## src/hdl/llca_pkg.sv

```systemverilog
// ----------------------------------------------------------------------------
// llca_pkg
// Shared types and constants for the Life-like automaton row stepper.
// ----------------------------------------------------------------------------
`default_nettype none

package llca_pkg;

  // Row and counter geometry
  localparam int MaxWidth    = 64;
  localparam int MaxHeight   = 4096;
  localparam int RowW        = 64;
  localparam int IdxW        = 12;
  localparam int HeightW     = 13;
  localparam int GridWidthW  = 7;
  localparam int MaskW       = 9;
  localparam int CfgDataW    = 13;
  localparam int OutDepth    = 4;
  localparam int OutPtrW     = 2;
  localparam int OutCntW     = 3;

  // Configuration register indexes
  typedef enum logic [1:0] {
    REG_BIRTH   = 2'd0,
    REG_SURVIVE = 2'd1,
    REG_WIDTH   = 2'd2,
    REG_HEIGHT  = 2'd3
  } cfg_reg_t;

  // Decoded configuration seen by the datapath
  typedef struct packed {
    logic [MaskW-1:0]   birth_mask;
    logic [MaskW-1:0]   survive_mask;
    logic [RowW-1:0]    width_mask;
    logic [HeightW-1:0] eff_height;
  } cfg_t;

  // One result row
  typedef struct packed {
    logic [RowW-1:0] next_row_cells;
    logic [IdxW-1:0] out_row_index;
    logic            frame_done;
  } out_item_t;

endpackage

`default_nettype wire

```

## src/hdl/llca_if.sv

```systemverilog
// ----------------------------------------------------------------------------
// llca channel interfaces
// Valid/ready channels for input rows, result rows and register writes.
// ----------------------------------------------------------------------------
`default_nettype none

interface llca_in_if;
  import llca_pkg::*;
  logic            valid;
  logic            ready;
  logic [RowW-1:0] row_cells;
  modport source (output valid, output row_cells, input ready);
  modport sink   (input valid, input row_cells, output ready);
endinterface

interface llca_out_if;
  import llca_pkg::*;
  logic            valid;
  logic            ready;
  logic [RowW-1:0] next_row_cells;
  logic [IdxW-1:0] out_row_index;
  logic            frame_done;
  modport source (output valid, output next_row_cells, output out_row_index,
                  output frame_done, input ready);
  modport sink   (input valid, input next_row_cells, input out_row_index,
                  input frame_done, output ready);
endinterface

interface llca_cfg_if;
  import llca_pkg::*;
  logic                valid;
  logic                ready;
  cfg_reg_t            index;
  logic [CfgDataW-1:0] data;
  modport source (output valid, output index, output data, input ready);
  modport sink   (input valid, input index, input data, output ready);
endinterface

`default_nettype wire

```

## src/hdl/life_like_automaton_row_step.sv

```systemverilog
// ----------------------------------------------------------------------------
// life_like_automaton_row_step
// One generation of a Life-like (B/S rule) automaton over a row stream.
//
// Rows of the current generation enter on row_in, top row first, one row
// per transaction. Each row yields the next-generation row of the row above
// it on row_out, tagged with its row number; the last row of a frame
// (grid_height rows) yields two transactions, the second with frame_done set.
// The first row of a frame yields nothing unless the height is one.
// Registers (birth_mask, survive_mask, grid_width, grid_height) are written
// over cfg, index 0..3; the user must do so only while no row is in flight,
// as the block itself does not enforce it. A result is offered once its input
// row has passed the input register and the neighbor-count logic into a
// 4-deep result queue. A row can be taken every cycle while the queue has room
// for two results; the queue drains one result per cycle while row_out is
// ready. A frame of H rows yields H results, the last row's two in order.
// When row_out stalls the queue fills; row_in.ready drops while a row waits in
// the input register with fewer than two queue slots free. Reset restores the
// default rule B3/S23, a 40x30 grid and an empty frame.
// ----------------------------------------------------------------------------
`default_nettype none

module life_like_automaton_row_step
  import llca_pkg::*;
(
  input  wire logic  clk,
  input  wire logic  rst,
  llca_in_if.sink    row_in,
  llca_out_if.source row_out,
  llca_cfg_if.sink   cfg
);

  cfg_t             cfg_q;
  logic [RowW-1:0]  above_row;
  logic [RowW-1:0]  middle_row;
  logic [IdxW-1:0]  rows_received;

  logic             s1_valid;
  logic [RowW-1:0]  s1_up;
  logic [RowW-1:0]  s1_mid;
  logic [RowW-1:0]  s1_down;
  logic [IdxW-1:0]  s1_idx;
  logic             s1_has_a;
  logic             s1_has_b;

  logic             in_acc;
  logic             last_row;
  logic [RowW-1:0]  row_m;
  logic             space2;
  logic             s1_drain;
  logic [RowW-1:0]  gen_a;
  logic [RowW-1:0]  gen_b;
  out_item_t        item_a;
  out_item_t        item_b;

  llca_cfg_regs u_cfg (
    .clk     (clk),
    .rst     (rst),
    .cfg     (cfg),
    .cfg_out (cfg_q)
  );

  // Input handshake and last-row detect
  assign s1_drain     = s1_valid && space2;
  assign row_in.ready = !s1_valid || space2;
  assign in_acc       = row_in.valid && row_in.ready;
  assign row_m        = row_in.row_cells & cfg_q.width_mask;
  assign last_row     = ({1'b0, rows_received} + HeightW'(1)) >= cfg_q.eff_height;

  // Row window state
  always_ff @(posedge clk) begin
    if (rst) begin
      above_row     <= '0;
      middle_row    <= '0;
      rows_received <= '0;
    end else if (in_acc) begin
      if (last_row) begin
        above_row     <= '0;
        middle_row    <= '0;
        rows_received <= '0;
      end else begin
        above_row     <= middle_row & cfg_q.width_mask;
        middle_row    <= row_m;
        rows_received <= rows_received + IdxW'(1);
      end
    end
  end

  // Input register: control
  always_ff @(posedge clk) begin
    if (rst) begin
      s1_valid <= 1'b0;
    end else if (in_acc) begin
      s1_valid <= 1'b1;
    end else if (s1_drain) begin
      s1_valid <= 1'b0;
    end
  end

  // Input register: payload
  always_ff @(posedge clk) begin
    if (in_acc) begin
      s1_up    <= above_row & cfg_q.width_mask;
      s1_mid   <= middle_row & cfg_q.width_mask;
      s1_down  <= row_m;
      s1_idx   <= rows_received;
      s1_has_a <= (rows_received != '0);
      s1_has_b <= last_row;
    end
  end

  // Row above the incoming one
  llca_row_gen u_gen_a (
    .up       (s1_up),
    .mid      (s1_mid),
    .down     (s1_down),
    .cfg      (cfg_q),
    .next_row (gen_a)
  );

  // Incoming row itself, with dead rows below (last row only)
  llca_row_gen u_gen_b (
    .up       (s1_mid),
    .mid      (s1_down),
    .down     ('0),
    .cfg      (cfg_q),
    .next_row (gen_b)
  );

  always_comb begin
    item_a.next_row_cells = gen_a;
    item_a.out_row_index  = s1_idx - IdxW'(1);
    item_a.frame_done     = 1'b0;
    item_b.next_row_cells = gen_b;
    item_b.out_row_index  = s1_idx;
    item_b.frame_done     = 1'b1;
  end

  llca_out_fifo u_fifo (
    .clk     (clk),
    .rst     (rst),
    .push_a  (s1_drain && s1_has_a),
    .item_a  (item_a),
    .push_b  (s1_drain && s1_has_b),
    .item_b  (item_b),
    .space2  (space2),
    .row_out (row_out)
  );

  // Checks
  a_load_s1: assert property (@(posedge clk) disable iff (rst)
    in_acc |=> s1_valid)
    else $error("accepted row not held in input register");

  a_s1_hold: assert property (@(posedge clk) disable iff (rst)
    (s1_valid && !space2) |=> (s1_valid && $stable(s1_down) && $stable(s1_idx)))
    else $error("input register changed while blocked");

  a_first_row_no_a: assert property (@(posedge clk) disable iff (rst)
    (in_acc && rows_received == '0) |=> !s1_has_a)
    else $error("first row of frame produced an upper result");

endmodule

`default_nettype wire

```

## src/hdl/llca_cfg_regs.sv

```systemverilog
// ----------------------------------------------------------------------------
// llca_cfg_regs
// Rule and geometry registers, with clamped width/height and the row mask.
// ----------------------------------------------------------------------------
`default_nettype none

module llca_cfg_regs
  import llca_pkg::*;
(
  input  wire logic   clk,
  input  wire logic   rst,
  llca_cfg_if.sink    cfg,
  output cfg_t        cfg_out
);

  logic [MaskW-1:0]      birth_mask;
  logic [MaskW-1:0]      survive_mask;
  logic [GridWidthW-1:0] grid_width;
  logic [HeightW-1:0]    grid_height;
  logic [GridWidthW-1:0] eff_width;
  logic [RowW-1:0]       wmask;

  assign cfg.ready = 1'b1;

  // Register writes
  always_ff @(posedge clk) begin
    if (rst) begin
      birth_mask   <= MaskW'(8);
      survive_mask <= MaskW'(12);
      grid_width   <= GridWidthW'(40);
      grid_height  <= HeightW'(30);
    end else if (cfg.valid) begin
      unique case (cfg.index)
        REG_BIRTH:   birth_mask   <= cfg.data[MaskW-1:0];
        REG_SURVIVE: survive_mask <= cfg.data[MaskW-1:0];
        REG_WIDTH:   grid_width   <= cfg.data[GridWidthW-1:0];
        REG_HEIGHT:  grid_height  <= cfg.data[HeightW-1:0];
        default: ;
      endcase
    end
  end

  // Clamp width to 1..MaxWidth and build the live-cell mask
  always_comb begin
    if (grid_width == '0) begin
      eff_width = GridWidthW'(1);
    end else if (grid_width > GridWidthW'(MaxWidth)) begin
      eff_width = GridWidthW'(MaxWidth);
    end else begin
      eff_width = grid_width;
    end
    for (int x = 0; x < RowW; x++) begin
      wmask[x] = (GridWidthW'(x) < eff_width);
    end
  end

  // Clamp height to 1..MaxHeight
  always_comb begin
    cfg_out.birth_mask   = birth_mask;
    cfg_out.survive_mask = survive_mask;
    cfg_out.width_mask   = wmask;
    if (grid_height == '0) begin
      cfg_out.eff_height = HeightW'(1);
    end else if (grid_height > HeightW'(MaxHeight)) begin
      cfg_out.eff_height = HeightW'(MaxHeight);
    end else begin
      cfg_out.eff_height = grid_height;
    end
  end

endmodule

`default_nettype wire

```

## src/hdl/llca_row_gen.sv

```systemverilog
// ----------------------------------------------------------------------------
// llca_row_gen
// Next-generation row from three masked rows: per-column neighbor count
// and birth/survive rule lookup.
// ----------------------------------------------------------------------------
`default_nettype none

module llca_row_gen
  import llca_pkg::*;
(
  input  wire logic [RowW-1:0]  up,
  input  wire logic [RowW-1:0]  mid,
  input  wire logic [RowW-1:0]  down,
  input  wire cfg_t             cfg,
  output logic      [RowW-1:0]  next_row
);

  logic [RowW+1:0] up_p;
  logic [RowW+1:0] mid_p;
  logic [RowW+1:0] down_p;

  // Pad a dead column on each side
  assign up_p   = {1'b0, up,   1'b0};
  assign mid_p  = {1'b0, mid,  1'b0};
  assign down_p = {1'b0, down, 1'b0};

  // Count the 8 neighbors of every column and apply the rule
  always_comb begin
    logic [3:0]       n;
    logic [MaskW-1:0] rule;
    for (int x = 0; x < RowW; x++) begin
      n = 4'(up_p[x]) + 4'(up_p[x+1]) + 4'(up_p[x+2])
        + 4'(mid_p[x]) + 4'(mid_p[x+2])
        + 4'(down_p[x]) + 4'(down_p[x+1]) + 4'(down_p[x+2]);
      rule = mid[x] ? cfg.survive_mask : cfg.birth_mask;
      next_row[x] = rule[n] & cfg.width_mask[x];
    end
  end

endmodule

`default_nettype wire

```

## src/hdl/llca_out_fifo.sv

```systemverilog
// ----------------------------------------------------------------------------
// llca_out_fifo
// Small result queue; takes up to two rows per cycle, hands out one while row_out is ready.
// ----------------------------------------------------------------------------
`default_nettype none

module llca_out_fifo
  import llca_pkg::*;
(
  input  wire logic      clk,
  input  wire logic      rst,
  input  wire logic      push_a,
  input  wire out_item_t item_a,
  input  wire logic      push_b,
  input  wire out_item_t item_b,
  output logic           space2,
  llca_out_if.source     row_out
);

  out_item_t             mem [OutDepth];
  logic [OutPtrW-1:0]    wr_ptr;
  logic [OutPtrW-1:0]    rd_ptr;
  logic [OutCntW-1:0]    count;
  logic [OutPtrW-1:0]    b_ptr;
  logic                  pop;
  out_item_t             head;

  assign space2 = (count <= OutCntW'(OutDepth - 2));
  assign pop    = row_out.valid && row_out.ready;
  assign b_ptr  = wr_ptr + OutPtrW'(push_a);

  // Storage writes
  always_ff @(posedge clk) begin
    if (push_a) begin
      mem[wr_ptr] <= item_a;
    end
    if (push_b) begin
      mem[b_ptr] <= item_b;
    end
  end

  // Pointers and occupancy
  always_ff @(posedge clk) begin
    if (rst) begin
      wr_ptr <= '0;
      rd_ptr <= '0;
      count  <= '0;
    end else begin
      wr_ptr <= wr_ptr + OutPtrW'(push_a) + OutPtrW'(push_b);
      rd_ptr <= rd_ptr + OutPtrW'(pop);
      count  <= count + OutCntW'(push_a) + OutCntW'(push_b) - OutCntW'(pop);
    end
  end

  assign head                   = mem[rd_ptr];
  assign row_out.valid          = (count != '0);
  assign row_out.next_row_cells = head.next_row_cells;
  assign row_out.out_row_index  = head.out_row_index;
  assign row_out.frame_done     = head.frame_done;

  // Checks
  a_no_overflow: assert property (@(posedge clk) disable iff (rst)
    count <= OutCntW'(OutDepth))
    else $error("result queue overflow");

  a_push_has_room: assert property (@(posedge clk) disable iff (rst)
    (push_a || push_b) |-> space2)
    else $error("push without room for two rows");

endmodule

`default_nettype wire

```

## src/flat_wrapper.sv

```systemverilog
// flat-port wrapper written by rule: the top's interface ports become plain ports
module life_like_automaton_row_step_flat import llca_pkg::*;
  (clk, rst, row_in_valid, row_in_row_cells, row_in_ready, row_out_valid, row_out_next_row_cells, row_out_out_row_index, row_out_frame_done, row_out_ready, cfg_valid, cfg_index, cfg_data, cfg_ready);
  llca_in_if row_in_i ();
  llca_out_if row_out_i ();
  llca_cfg_if cfg_i ();
  input  wire logic clk;
  input  wire logic rst;
  input wire logic [$bits(row_in_i.valid)-1:0] row_in_valid;
  input wire logic [$bits(row_in_i.row_cells)-1:0] row_in_row_cells;
  output wire logic [$bits(row_in_i.ready)-1:0] row_in_ready;
  output wire logic [$bits(row_out_i.valid)-1:0] row_out_valid;
  output wire logic [$bits(row_out_i.next_row_cells)-1:0] row_out_next_row_cells;
  output wire logic [$bits(row_out_i.out_row_index)-1:0] row_out_out_row_index;
  output wire logic [$bits(row_out_i.frame_done)-1:0] row_out_frame_done;
  input wire logic [$bits(row_out_i.ready)-1:0] row_out_ready;
  input wire logic [$bits(cfg_i.valid)-1:0] cfg_valid;
  input wire logic [$bits(cfg_i.index)-1:0] cfg_index;
  input wire logic [$bits(cfg_i.data)-1:0] cfg_data;
  output wire logic [$bits(cfg_i.ready)-1:0] cfg_ready;
  assign row_in_i.valid = row_in_valid;
  assign row_in_i.row_cells = row_in_row_cells;
  assign row_in_ready = row_in_i.ready;
  assign row_out_valid = row_out_i.valid;
  assign row_out_next_row_cells = row_out_i.next_row_cells;
  assign row_out_out_row_index = row_out_i.out_row_index;
  assign row_out_frame_done = row_out_i.frame_done;
  assign row_out_i.ready = row_out_ready;
  assign cfg_i.valid = cfg_valid;
  assign cfg_i.index = cfg_index;
  assign cfg_i.data = cfg_data;
  assign cfg_ready = cfg_i.ready;
  life_like_automaton_row_step u_core (.clk(clk), .rst(rst), .row_in(row_in_i), .row_out(row_out_i), .cfg(cfg_i));
endmodule
```

## config.mk

```make
export PLATFORM = sky130hd
export DESIGN_NAME = life_like_automaton_row_step_flat
export DESIGN_NICKNAME = d
export VERILOG_FILES = /design/src/hdl/llca_pkg.sv /design/src/hdl/llca_if.sv /design/src/hdl/life_like_automaton_row_step.sv /design/src/hdl/llca_cfg_regs.sv /design/src/hdl/llca_row_gen.sv /design/src/hdl/llca_out_fifo.sv /design/src/flat_wrapper.sv
export SDC_FILE = /design/constraint.sdc
export NUM_CORES = 2
export LEC_CHECK = 0
export ABC_AREA = 1
export BUFFER_PORTS_ARGS = -buffer_cell sky130_fd_sc_hd__clkbuf_2
export CELL_PAD_IN_SITES_DETAIL_PLACEMENT = 2
export CELL_PAD_IN_SITES_GLOBAL_PLACEMENT = 2
export CORE_UTILIZATION = 41
export CTS_CLUSTER_DIAMETER = 120
export DETAILED_ROUTE_END_ITERATION = 16
export PLACE_DENSITY = 0.91
export SYNTH_ARGS = -nofsm -noshare
export SYNTH_HDL_FRONTEND = slang
export SYNTH_SLANG_ARGS = --single-unit
```

## constraint.sdc

```tcl
create_clock -name clk -period 13.2 [get_ports clk]
set_clock_uncertainty 0.1 [all_clocks]
set_input_delay 0 -clock clk [delete_from_list [all_inputs] [get_ports clk]]
set_output_delay 0 -clock clk [all_outputs]
set_load 0.005 [all_outputs]
```

==> results.cfg, run 1 <==
[synthesis]
avgSynthCellArea_um2 = 7.31
yosys_most_used_dff = edfxtp_1
ys_seq_elements = 700
ys.warnings.count = 0
ys_top_cells_by_count = 1204 x inv_1, 1151 x o21ai_0, 1126 x nand2_1, 1053 x nand3_1, 1052 x a21oi_1
synth_nets = 9707
synthCells = 8969
ys_seq_area_share_pct = 29.2
synth_edf_count = 510
synth_largest_area_cell = edfxtp_1
synth_top_area_share_pct = 23.4
ys_types = 51
yosysMostFrequentCell = inv_1
syn_area_um2 = 65600
async_reset_ff_share_pct = 0
ys_top_cells_by_area = edfxtp_1 23%, fa_1 12%, o21ai_0 8.8%

[floorplanning]
fp-row-count = 146
io_pins = 164
die_y_um = 402
initial_utilization_pct = 41.4
die_w_um = 402

[outcome]
error_message = [ERROR GRT-0232] Routing congestion too high. Check the congestion heatmap in the GUI.
status = aborted with a tool error
haltStage = global routing (5_1_grt)

[cts]
cts-root-buf = clkbuf_16
cts_inserted_buffers = 90
htree_levels = 3
cts_resized = 0
cts_setup_buffers = 0
clkSinkCount = 700
cts_buffer_depth = 3

[place]
placedCellCount = 10734
placed_area_um2 = 67700
port_buffers = 162
routabilityCongestion = 0.959
place_hpwl_um = 255000

[global_routing]
grt_max_degree = 95
track_usage_pct = 71.3
overflow = 21
routing by layer:
metal  global-route usage, %  overflow
met5                    43.2         1
met4                    69.8        14
met3                    58.6         2
met2                    85.7         4
met1                    70.3         0
what timing repair did:
action / CTS
hold buffers: 94
endpoints found under the hold margin: 185
setup endpoints to repair: 0
cells by family after synthesis:
family,after synthesis,share of synthesized area (%)
flip-flops,700,29.2
buffers and inverters,1854,10.8
AO/OA/AOI/OAI,2523,20.3
other,1,0.00572
AND/OR/NAND/NOR,3157,21.8
adder cells (fa/ha/maj),654,16.8
XOR/XNOR,80,1.07
metrics by stage:
stage          setup slack, ns  hold WS [ns]
3_5_place_dp              7.81         0.153
2_1_floorplan             5.74        0.0263
3_3_place_gp              8.19         0.141
4_1_cts                   7.53       0.00490
==> inputs of run 2 (changes only) <==
- CELL_PAD_IN_SITES_DETAIL_PLACEMENT: 2 -> unset
- CELL_PAD_IN_SITES_GLOBAL_PLACEMENT: 2 -> unset
- CORE_UTILIZATION: 41 -> 40
- CTS_CLUSTER_DIAMETER: 120 -> unset
- PLACE_DENSITY: 0.91 -> unset
- PLACE_DENSITY_LB_ADDON: unset -> 0.15
==> results.cfg, run 2 <==
[outcome]
status = finished clean

[drt]
drt_pre_antenna_iters = 8
drc = 0
vias = 66501
ant_nets = 0
avgViaCountPerCell = 5.98
first_iter_violations = 8156
wire_per_inst_um = 25.2
drt-total-wl_um = 280000

[setup_path]
r2r-end = u_core.u_fifo.mem[2][65]
cp.required_ns = 13.46
worstPathMaxFanout = 50
end_kind = flop
cpPeakStageDelay_ns = 0.88
r2r_start = u_core.u_fifo.count[1]
rrSetupSlack_ns = 7.89
crit_end = u_core.u_fifo.mem[2][65]
critPathLaunchType = flop
worstPathCellList = inv_1 -> ha_1 -> inv_1 -> nand2_1 -> nand3_1 -> inv_2 -> ha_1 -> or2_1 -> nand2_1 -> nor3_2 -> buf_4 -> buf_4 -> inv_1 -> nand2_4 -> buf_4
crit_type = flop to flop
r2r_cells = 15
crit_slowest_cell = buf_4
crit_start = u_core.u_fifo.count[1]
crit_arrival_ns = 5.58

[synthesis]
synth_top_area_share_pct = 23.4
yosys_most_used_dff = edfxtp_1
async_reset_ff_share_pct = 0
yosysMostFrequentCell = inv_1
synth_edf_count = 510
ys_seq_area_share_pct = 29.2
avgSynthCellArea_um2 = 7.31
synthCells = 8969
ys.warnings.count = 0
ys_seq_elements = 700
ys_top_cells_by_area = edfxtp_1 23%, fa_1 12%, o21ai_0 8.8%
ys_top_cells_by_count = 1204 x inv_1, 1151 x o21ai_0, 1126 x nand2_1, 1053 x nand3_1, 1052 x a21oi_1
syn_area_um2 = 65600
synth_nets = 9707
synth_largest_area_cell = edfxtp_1
ys_types = 51

[sta]
maxSlewViolCount = 0
tightest_slew_ns = 1.26
finalSetupTns_ns = 0
rsz0062_at_grt = no
hold_viol = 0
finalSetupViolCount = 0
final.period_utilization_pct = 40.3
relSlewSlack_pct = 16.2
fmax_mhz = 188
fin_crit_ns = 5.31

[finish]
largest_reg_flops = 308
layout_commonest_cell = inv_1
final_cell_mix = 1196 x inv_1, 1151 x o21ai_0, 1121 x nand2_1, 1053 x nand3_1, 1052 x a21oi_1
drive_above_1_share_pct = 5.97
top_register = u_core.u_fifo.mem
fin_area_um2 = 72000
nets = 9592
synthToLayoutAreaGrowth_pct = 9.74

[cts]
clk_pin_slew_ns = 0.06
cts-root-buf = clkbuf_16
cts_inserted_buffers = 92
cts_tree = yes
cts_buffer_depth = 3
cts_setup_buffers = 0
clkSinkCount = 700
htree_levels = 3
clock_latency_ns = 0.75

[floorplanning]
die_y_um = 407
dieArea_um2 = 166000
io_pins = 164
die_w_um = 407
core_um2 = 163000
initial_utilization_pct = 40.3
fp-row-count = 148

[global_routing]
grt_max_degree = 71
track_usage_pct = 33.1
grt_pass1_vias = 61444
antenna_found_initial = 9
overflow = 0
grt_pass1_wl_um = 406000

[power]
leakage_nw = 30.9
power_density_nw_per_um2 = 210
ir_worst_vdd_mv = 0.132

[place]
place_hpwl_um = 176000
routabilityCongestion = 0.912
placed_area_um2 = 67700
port_buffers = 162

[worst_hold_path]
hold_depth = 6
hold_class = primary input to flop

[run]
max_cap_violations = 0
run 2: cell counts after synthesis:
No cell type changed its count.
run 2: per-layer routing:
metal	wire (um)	part of all wire, %	up-vias	global-route usage, %
li1	-	-	30337	-
met1	108000	39	31296	42.6
met2	122000	44	3975	51.2
met3	30300	11	889	6.63
met4	18900	6.7	4	19.5
met5	26	0.0093	-	0
run 2: stage by stage:
stage               hold slack (ns)  instances  power, mW  worst slack (ns)  utilization, %
finish                       0.0309      11112       15.1              7.89            44.2
global route                 0.0489      11109       16.4              7.70            44.2
CTS                         0.00324      11109       14.9              7.93            44.2
detailed placement           0.0992      10827       12.2              7.97            41.6
global placement             0.0979      10827       12.0              7.94            41.6
floorplan                    0.0263       8969       9.78              5.74               -
run 2: how the worst min path moves through the flow:
stage | startpoint | endpoint
after floorplan | cfg_data[4] | u_core.u_cfg.grid_height[4]
after global placement | row_in_row_cells[0] | u_core.s1_down[0]
after detailed placement | row_in_row_cells[0] | u_core.s1_down[0]
after CTS | row_in_row_cells[59] | u_core.middle_row[59]
after global routing | row_in_row_cells[25] | u_core.s1_down[25]
final | row_in_row_cells[15] | u_core.middle_row[15]
run 2: worst max-delay path, delay by kind of cell (launching register included):
kind,cells,cell delay (ns)
simple gates,6,1.17
fa+ha+maj,2,0.34
flops,1,0.31
buf+inv,7,2.90
run 2: repair_timing:
action	in CTS	in global routing
gates resized for setup	0	0
endpoints found under the hold margin	234	0
hold buffers	108	0
run 2: area by class of cell:
| cell class | instances | area (um^2) |
|---|---|---|
| Multi-Input combinational cell | 6415 | 39400 |
| Clock buffer | 123 | 2580 |
| Clock inverter | 51 | 588 |
| Fill cell | 16392 | 90800 |
| Antenna cell | 3 | 7.51 |
| Tap cell | 2175 | 2720 |
| Sequential cell | 700 | 19200 |
| Timing Repair Buffer | 362 | 2590 |
| Inverter | 1283 | 4850 |
run 2: where the power goes:
group | leakage, nW | internal, mW | switching [mW]
sequential | 6.28 | 2.59 | 0.334
combinational | 23.1 | 3.35 | 6.12
clock | 1.54 | 1.55 | 1.15
total | 30.9 | 7.48 | 7.61
run 2: cell families (layout without fill, tap and decap cells):
group                    after synthesis  in the layout  share of synthesized area, %
flip-flops                           700            700                          29.2
AO/OA/AOI/OAI                       2523           2523                          20.3
buffers and inverters               1854           1819                          10.8
other                                  1              4                       0.00572
AND/OR/NAND/NOR                     3157           3157                          21.8
adder cells (fa/ha/maj)              654            654                          16.8
XOR/XNOR                              80             80                          1.07
Note: power is estimated with default switching activity, not from simulation.
